[config.mk]
export PLATFORM = sky130hd
export DESIGN_NAME = mwsm_front
export DESIGN_NICKNAME = d
export VERILOG_FILES = /design/src/rtl/mwsm_pkg.sv /design/src/rtl/mwsm_front.sv
export SDC_FILE = /design/constraint.sdc
export NUM_CORES = 1
export LEC_CHECK = 0
export BUFFER_PORTS_ARGS = -buffer_cell sky130_fd_sc_hd__clkbuf_2
export CAP_MARGIN = 5
export CORE_MARGIN = 3
export CORE_UTILIZATION = 60
export DETAILED_ROUTE_END_ITERATION = 8
export PLACE_DENSITY_LB_ADDON = 0.25
export RECOVER_POWER = 50
export SLEW_MARGIN = 20
export SYNTH_ARGS = -nofsm -noshare
export SYNTH_HDL_FRONTEND = slang
export SYNTH_SLANG_ARGS = --single-unit
[constraint.sdc]
create_clock -name clk -period 7.35 [get_ports clk]
set_input_delay 0.735 -clock clk [delete_from_list [all_inputs] [get_ports clk]]
set_output_delay 0.735 -clock clk [all_outputs]
set_load 0.02 [all_outputs]
[src/rtl/mwsm_pkg.sv]
// ============================================================================
// mwsm_pkg
// Shared widths, register indexes, types and helper functions for the
// mecanum wheel speed mixer.
// ============================================================================
`default_nettype none

package mwsm_pkg;

    localparam int FLD_W    = 16;   // command and wheel field width
    localparam int LIM_W    = 15;   // limit register width
    localparam int SUM_W    = 18;   // full width wheel sum
    localparam int MAG_W    = 17;   // magnitude of a wheel sum
    localparam int PROD_W   = 32;   // magnitude times wheel limit
    localparam int Q_W      = 15;   // quotient width (result never exceeds limit)
    localparam int WHEELS   = 4;
    localparam int IDX_W    = 2;

    // start to done, in cycles
    localparam int PIPE_LAT = 21;

    // register indexes
    localparam logic [IDX_W-1:0] REG_MAX_VX       = 2'd0;
    localparam logic [IDX_W-1:0] REG_MAX_VY       = 2'd1;
    localparam logic [IDX_W-1:0] REG_MAX_ROTATION = 2'd2;
    localparam logic [IDX_W-1:0] REG_WHEEL_LIMIT  = 2'd3;

    // reset values
    localparam logic [LIM_W-1:0] RST_MAX_VX       = 15'd14000;
    localparam logic [LIM_W-1:0] RST_MAX_VY       = 15'd14000;
    localparam logic [LIM_W-1:0] RST_MAX_ROTATION = 15'd10000;
    localparam logic [LIM_W-1:0] RST_WHEEL_LIMIT  = 15'd14000;

    typedef logic [MAG_W-1:0] mag_t;

    // per-item record carried alongside the divider
    typedef struct packed {
        logic [WHEELS-1:0]            neg;
        logic                         scale;
        logic [WHEELS-1:0][MAG_W-1:0] mag;
    } side_t;

    // symmetric clamp of a signed field to +/- lim
    function automatic logic signed [FLD_W-1:0] clamp_sym(
        input logic signed [FLD_W-1:0] v,
        input logic [LIM_W-1:0]        lim
    );
        logic signed [FLD_W:0] v_e;
        logic signed [FLD_W:0] l_e;
        logic signed [FLD_W:0] r_e;
        v_e = {v[FLD_W-1], v};
        l_e = {2'b00, lim};
        if (v_e > l_e)
        begin
            r_e = l_e;
        end
        else if (v_e < -l_e)
        begin
            r_e = -l_e;
        end
        else
        begin
            r_e = v_e;
        end
        return r_e[FLD_W-1:0];
    endfunction

    // larger of two magnitudes
    function automatic mag_t mag_max(input mag_t a, input mag_t b);
        return (a > b) ? a : b;
    endfunction

endpackage

`default_nettype wire

[src/rtl/mwsm_front.sv]
// ============================================================================
// mwsm_front
// Clamp, mix, magnitude and largest-magnitude stages (four register stages).
// ============================================================================
`default_nettype none

module mwsm_front (
    input  wire logic                          clk,
    input  wire logic                          rst_n,
    input  wire logic                          in_vld,
    input  wire logic signed [mwsm_pkg::FLD_W-1:0] vel_x,
    input  wire logic signed [mwsm_pkg::FLD_W-1:0] vel_y,
    input  wire logic signed [mwsm_pkg::FLD_W-1:0] rotation,
    input  wire logic [mwsm_pkg::LIM_W-1:0]    max_vx,
    input  wire logic [mwsm_pkg::LIM_W-1:0]    max_vy,
    input  wire logic [mwsm_pkg::LIM_W-1:0]    max_rotation,
    input  wire logic [mwsm_pkg::LIM_W-1:0]    wheel_limit,
    output logic                               out_vld,
    output mwsm_pkg::side_t                    out_side,
    output mwsm_pkg::mag_t                     out_den
);
    import mwsm_pkg::*;

    logic                     s1_vld_reg, s2_vld_reg, s3_vld_reg, s4_vld_reg;
    logic signed [FLD_W-1:0]  x_reg, y_reg, r_reg;
    logic signed [SUM_W-1:0]  sum_reg [WHEELS];
    logic signed [SUM_W-1:0]  sum_next [WHEELS];
    logic [WHEELS-1:0]        s3_neg_reg;
    mag_t                     s3_mag_reg [WHEELS];
    side_t                    s4_side_reg;
    mag_t                     s4_den_reg;
    logic signed [SUM_W-1:0]  xe, ye, re;
    mag_t                     big01, big23, big;

    // valid bits
    always_ff @(posedge clk or negedge rst_n)
    begin
        if (!rst_n)
        begin
            s1_vld_reg <= 1'b0;
            s2_vld_reg <= 1'b0;
            s3_vld_reg <= 1'b0;
            s4_vld_reg <= 1'b0;
        end
        else
        begin
            s1_vld_reg <= in_vld;
            s2_vld_reg <= s1_vld_reg;
            s3_vld_reg <= s2_vld_reg;
            s4_vld_reg <= s3_vld_reg;
        end
    end

    // stage 1: clamp
    always_ff @(posedge clk)
    begin
        x_reg <= clamp_sym(vel_x, max_vx);
        y_reg <= clamp_sym(vel_y, max_vy);
        r_reg <= clamp_sym(rotation, max_rotation);
    end

    // stage 2: full width mix
    always_comb
    begin
        xe = SUM_W'(x_reg);
        ye = SUM_W'(y_reg);
        re = SUM_W'(r_reg);
        sum_next[0] = -xe + ye - re;
        sum_next[1] = -xe - ye - re;
        sum_next[2] =  xe - ye - re;
        sum_next[3] =  xe + ye - re;
    end

    always_ff @(posedge clk)
    begin
        for (int i = 0; i < WHEELS; i++)
        begin
            sum_reg[i] <= sum_next[i];
        end
    end

    // stage 3: sign and magnitude
    always_ff @(posedge clk)
    begin
        for (int i = 0; i < WHEELS; i++)
        begin
            s3_neg_reg[i] <= sum_reg[i][SUM_W-1];
            s3_mag_reg[i] <= sum_reg[i][SUM_W-1] ? MAG_W'(-sum_reg[i])
                                                 : MAG_W'(sum_reg[i]);
        end
    end

    // stage 4: largest magnitude and scale decision
    always_comb
    begin
        big01 = mag_max(s3_mag_reg[0], s3_mag_reg[1]);
        big23 = mag_max(s3_mag_reg[2], s3_mag_reg[3]);
        big   = mag_max(big01, big23);
    end

    always_ff @(posedge clk)
    begin
        s4_den_reg        <= big;
        s4_side_reg.neg   <= s3_neg_reg;
        s4_side_reg.scale <= (big > MAG_W'(wheel_limit));
        for (int i = 0; i < WHEELS; i++)
        begin
            s4_side_reg.mag[i] <= s3_mag_reg[i];
        end
    end

    assign out_vld  = s4_vld_reg;
    assign out_side = s4_side_reg;
    assign out_den  = s4_den_reg;

endmodule

`default_nettype wire

==> metrics.txt, run 1 <==
Leak Pwr=9.734 nW; wire per inst=16.96 µm; Root Driver=clkbuf_16; total gr overflow=0; first-pass GRT wire length=71.28 mm; top area cells in the synthesized netlist=dfxtp_1, ha_1, fa_1; RD Place Congestion=0.9560; Clk pwr share=14.3%; Num CTS Buffers=27; Crit path required time=7770 ps; normalized max-slew margin=36.48%; routed wire length=44.17 mm; vias=14640; CP peak stage delay=600 ps; port bufs=201; Hold Path Class=reg -> reg; Mapped Cells=1991; Largest register FFs=72; CTS Sinks=283; fill count=2385; combinational share of power=56.9%; synthesis-to-layout area growth=12.66%; final net count=2612; Skew-Pair Late Insertion Delay=540 ps; CTS clk-pin slew, worst paths=60 ps; hold_buf cts=1; routed vias/inst=5.624; iteration count of the initial detailed-routing pass=5; placed cell area=19620 µm²; Chip Width=180.0 µm; height of the die=180.0 µm; Yosys top cell area share=30.74%; Reg area=5685 µm²; RSZ-0062 raised after global routing=false; num ports=202; Worst setup EP type=register; setup TNS=0 ps; pre-CTS setup slack=1563 ps; cell accounting for the most synthesized area=dfxtp_1; Int Pwr=5.570 mW; Core Area=29720 µm²; DP HPWL=36.60 mm; gr usage total=26.49%; Initial DRC Count=824; DRC violations left=0; Design Area, Final=20470 µm²; Synth warnings=0; Tmin final=5813 ps; Syn Nets=2407; Resize count post-CTS=0; Top FF cell, synth=dfxtp_1; CTS tree=built; Fin Hold WS=325.9 ps; num rows=63; CP Launch Type=register; maximum fanout along the worst path=10; Detail Route Antenna Nets=0; Seq pwr share=28.8%; synthesized flop and latch total=283; asr flop ratio synth=1.413%; initial antenna violation count=3; die area=32410 µm²; Cell variety after synth=65; slew of the pin with the lowest slew margin=946.5 ps; Setup-failing EPs final=0; Switching Fraction=44.58%; Initial Utilization=61.15%; Post-Syn Area=18170 µm²; H-tree depth=1; worst vdd ir=0.3091 mV; sequential fraction of the synthesis area=31.29%; most common library cells after synthesis=dfxtp_1, inv_1, ha_1, xnor2_1, a21oi_1; vias in the first global route=14330; MaxCap Viol Count=0; pins over their slew limit=0; largest net degree at the start of global routing=41; clock skew=15.80 ps; CP Class=reg -> reg; dominant cell by count in the synthesized netlist=dfxtp_1; count of flip-flops with a built-in enable after synthesis=0; Multi-input gate area=11390 µm²; Slowest-stage cell, CP=a2111oi_0; Fmax=0.1720 GHz; Final Hold Vio Count=0; cell area power density=491.0 nW/µm²; post-synthesis area per instance=9.127 µm²; WP data arrival=6240 ps; total power=10.05 mW; switching pwr=4.481 mW; setup ws final=1537 ps; Max clock buf depth=3; Final Cycle Share=79.09%; outcome=complete, no violations; layout cell share with drive strength beyond 1=10.30%; postcts setup bufs=0
==> layer usage <==
metal	share of wire, %	up-vias	GRT usage, %
met2	46	473	45.19
met1	43	6780	32.93
met5	0.029	-	0
li1	-	7277	-
met4	4.7	2	12.04
met3	6.1	112	4.623
==> cells by family (layout without fill, tap and decap cells) <==
group | count (synthesis) | in the layout | synth area share [%]
and+or+nand+nor | 443 | 443 | 12.57
buffers and inverters | 302 | 524 | 6.300
other | 0 | 1 | 0
adders and majority gates | 305 | 305 | 23.69
DFF | 283 | 283 | 31.29
muxes | 55 | 55 | 3.133
xor gates and xnor gates | 159 | 159 | 7.664
AOI/OAI and AO/OA | 444 | 444 | 15.35
==> power by group through the flow <==
| stage | Combinational (mW) | Clock, mW | Sequential [mW] |
|---|---|---|---|
| after floorplan | 3.89 | 0 | 3.04 |
| after global placement | 5.53 | 0 | 2.89 |
| after detailed placement | 5.70 | 0 | 2.92 |
| after CTS | 5.75 | 1.45 | 2.89 |
| after global routing | 6.37 | 1.52 | 2.99 |
| final | 5.72 | 1.43 | 2.90 |
==> final timing paths <==
path | depth (start not counted) | slack [ps] | start | endpoint
worst max-delay path | 26 | 1540 | s3_mag_reg[1][2] | out_side[68]
worst min-delay path | 0 | 330 | s3_neg_reg[0] | out_side[69]
worst max register to register | 26 | 1540 | s3_mag_reg[1][2] | out_side[68]
worst min register to register | 0 | 330 | s3_neg_reg[0] | out_side[69]
max in group asynchronous | 2 | 6600 | rst_n | out_vld
min in group asynchronous | 2 | 560 | rst_n | s3_vld_reg
==> through the flow <==
| stage | std cells | util [%] |
|---|---|---|
| 6_report | 2604 | 68.89 |
| 5_1_grt | 2604 | 68.89 |
| 4_1_cts | 2603 | 69.16 |
| 3_5_place_dp | 2556 | 66.04 |
| 3_3_place_gp | 2556 | 66.04 |
| 2_1_floorplan | 1991 | - |
==> cell type report <==
| cell class | count | share of cell area [%] |
|---|---|---|
| flip-flops and latches | 283 | 27.77 |
| inverters | 268 | 4.914 |
| repair buffers | 210 | 4.816 |
| diodes | 1 | 0.01222 |
| clock inverters | 12 | 0.8618 |
| well taps | 390 | 2.384 |
| clock buffers | 34 | 3.624 |
| multi-input cells | 1406 | 55.62 |
==> worst max-delay path, delay by kind of cell, from the launching register on <==
| kind | cells | cell delay [ps] |
|---|---|---|
| AND/OR/NAND/NOR | 6 | 1040 |
| adder cells (fa/ha/maj) | 3 | 940 |
| buffers and inverters | 2 | 120 |
| flip-flops | 1 | 340 |
| AO/OA/AOI/OAI | 14 | 2920 |
| multiplexers | 1 | 350 |
==> cell usage in the layout (no fill, tap or decap), types with 24 or more instances in the layout <==
master / synthesis / routed
clkbuf_2: 0 / 129
nor3_1: 35 / 35
o21a_1: 24 / 24
ha_1: 240 / 240
clkbuf_1: 26 / 74
fa_1: 65 / 65
nor2_1: 90 / 90
inv_1: 268 / 268
o31ai_1: 27 / 25
nand3_1: 56 / 56
nand2_1: 94 / 94
a21oi_1: 131 / 130
mux2i_1: 40 / 40
xnor2_1: 137 / 137
o21ai_0: 110 / 108
a21o_1: 32 / 32
nand2b_1: 40 / 40
dfxtp_1: 279 / 279
clkbuf_16: 0 / 27
(Power assumes the default switching activity.)
==> run 2, diff against run 1 <==
- clock period: 7.35 -> 5.77 ns (I/O delays scaled with it)
==> metrics.txt, run 2 (synthesis results as in run 1) <==
Diodes inserted=0 (was 1); Skew-Pair Late Insertion Delay=550 ps (was 540 ps); pins over their slew limit=0 (unchanged); wire per inst=17.40 µm (was 16.96 µm); normalized max-slew margin=40.91% (was 36.48%); critical path's top delay family=compound AO/OA/AOI/OAI gates (unchanged); outcome=complete, no violations (unchanged); vias=14850 (was 14640); H-tree depth=1 (unchanged); Worst setup EP type=register (unchanged); port bufs=201 (unchanged); DRC violations left=0 (unchanged); Final Cycle Share=95.18% (was 79.09%); most common cell after layout, fill and taps aside=dfxtp_1 (unchanged); Chip Width=180.0 µm (unchanged); WHS Path Cells=1 (was 0); Detail Route Antenna Nets=0 (unchanged); WP data arrival=5910 ps (was 6240 ps); Root Driver=clkbuf_16 (unchanged); synthesis-to-layout area growth=13.37% (was 12.66%); CTS Sinks=283 (unchanged); RD Place Congestion=0.9408 (was 0.9560); layout cell share with drive strength beyond 1=11.01% (was 10.30%); gr usage total=27.25% (was 26.49%); maximum fanout along the worst path=10 (unchanged); final net count=2623 (was 2612); r2r worst-path depth=26 (unchanged); worst path buffer plus inverter count=2 (unchanged); clock skew=19.98 ps (was 15.80 ps); DP HPWL=37.28 mm (was 36.60 mm); total gr overflow=0 (unchanged); Leak Pwr=9.781 nW (was 9.734 nW); Final Hold Vio Count=0 (unchanged); CP Launch Type=register (unchanged); routed wire length=45.52 mm (was 44.17 mm); Tmin final=5492 ps (was 5813 ps); iteration count of the initial detailed-routing pass=9 (was 5); num rows=63 (unchanged); Hold Path Class=in -> reg (was reg -> reg); hold path start=in_vld (was s3_neg_reg[0]); Initial DRC Count=905 (was 824); Crit path required time=6190 ps (was 7770 ps); largest net degree at the start of global routing=36 (was 41); initial antenna violation count=1 (was 3); Worst Hold Path EP=s1_vld_reg (was out_side[69]); MaxCap Viol Count=0 (unchanged); FF-to-FF End=out_side[68] (unchanged); FF-to-FF setup slack=280 ps (was 1540 ps); Setup-failing EPs final=0 (unchanged); placed cells=2562 (was 2556); Fmax=0.1821 GHz (was 0.1720 GHz); num ports=202 (unchanged); CTS tree=built (unchanged); CTS clk-pin slew, worst paths=60 ps (about the same); Max clock buf depth=3 (unchanged); worst vdd ir=0.4548 mV (was 0.3091 mV); Core Area=29720 µm² (unchanged); utilization after layout=69.32% (was 68.89%); slew of the pin with the lowest slew margin=880.4 ps (was 946.5 ps); height of the die=180.0 µm (unchanged); Largest register FFs=72 (unchanged); routed vias/inst=5.675 (was 5.624); cell area power density=631.3 nW/µm² (was 491.0 nW/µm²); vias in the first global route=14660 (was 14330); reg-to-reg startpoint=s3_mag_reg[1][7] (was s3_mag_reg[1][2]); Slowest-stage cell, CP=mux2_2 (was a2111oi_0); CP Class=reg -> reg (unchanged); Num CTS Buffers=28 (was 27); Non-Filler Instances=2616 (was 2604); most frequent cells in the layout=dfxtp_1, inv_1, ha_1 (unchanged); die area=32410 µm² (unchanged); first-pass GRT wire length=73.53 mm (was 71.28 mm); CP peak stage delay=410 ps (was 600 ps); Initial Utilization=61.15% (unchanged)
[run 2: changes by cell type in the layout (fill, tap and decap cells not counted), sizes merged]
cell / before / now
buf: 9 / 17
clkbuf: 234 / 240
bufinv: 4 / 2
clkinvlp: 1 / 3
diode: 1 / 0
inv: 269 / 268
[run 2: layer usage]
metal	track usage (%)	vias to the layer above	wire length (µm)
li1	-	7301	-
met1	34.21	6971	19160
met2	49.01	476	22110
met3	3.290	96	2671
met4	8.689	2	1562
met5	0	-	14
[run 2: area by class of cell]
class / count / area [µm²]
clock buffer: 38 / 809.5
tap: 390 / 488.0
timing repair buffer: 220 / 1061
multi-input combinational: 1406 / 11440
clock inverter: 11 / 112.6
inverter: 268 / 1006
sequential: 283 / 5685
fill: 2377 / 9116
[run 2: repair_timing]
item                                   CTS  global route
setup endpoints to repair                1             1
hold buffers                             1             0
buffers inserted                         1             2
cloned                                   0             0
pin swaps                                0             3
resized for setup                        1            12
endpoints found under the hold margin    4             0
[run 2: worst max path at each step]
stage                           start            to  slack, ps  cells past startpoint
floorplan           s3_mag_reg[1][14]  out_side[68]         50                     28
global placement     s3_mag_reg[1][2]  out_side[68]         70                     26
detailed placement   s3_mag_reg[1][2]  out_side[68]        -70                     26
CTS                  s3_mag_reg[1][2]  out_side[68]         20                     27
global route        s3_mag_reg[1][14]  out_side[68]         -2                     26
finish               s3_mag_reg[1][7]  out_side[68]        280                     26
[run 2: stage by stage]
stage | hold slack [ps] | power (mW) | TNS, ps | worst slack, ps | area [µm²]
2_1_floorplan | 281.4 | 8.844 | 0 | 48.48 | 18180
5_1_grt | 129.8 | 14.05 | -2.144 | -2.144 | 20600
3_3_place_gp | 310.2 | 10.74 | 0 | 68.61 | 19680
4_1_cts | 136.2 | 12.93 | 0 | 24.77 | 20620
6_report | 153.4 | 13.01 | 0 | 278.4 | 20600
3_5_place_dp | 312.8 | 11.03 | -70.60 | -70.60 | 19680
[run 2: power by group]
group	leakage, nW	internal, mW	switching (mW)
registers	2.40	2.97	0.735
clock network	0.450	1.07	0.735
logic	6.93	3.14	4.36
total	9.78	7.17	5.83
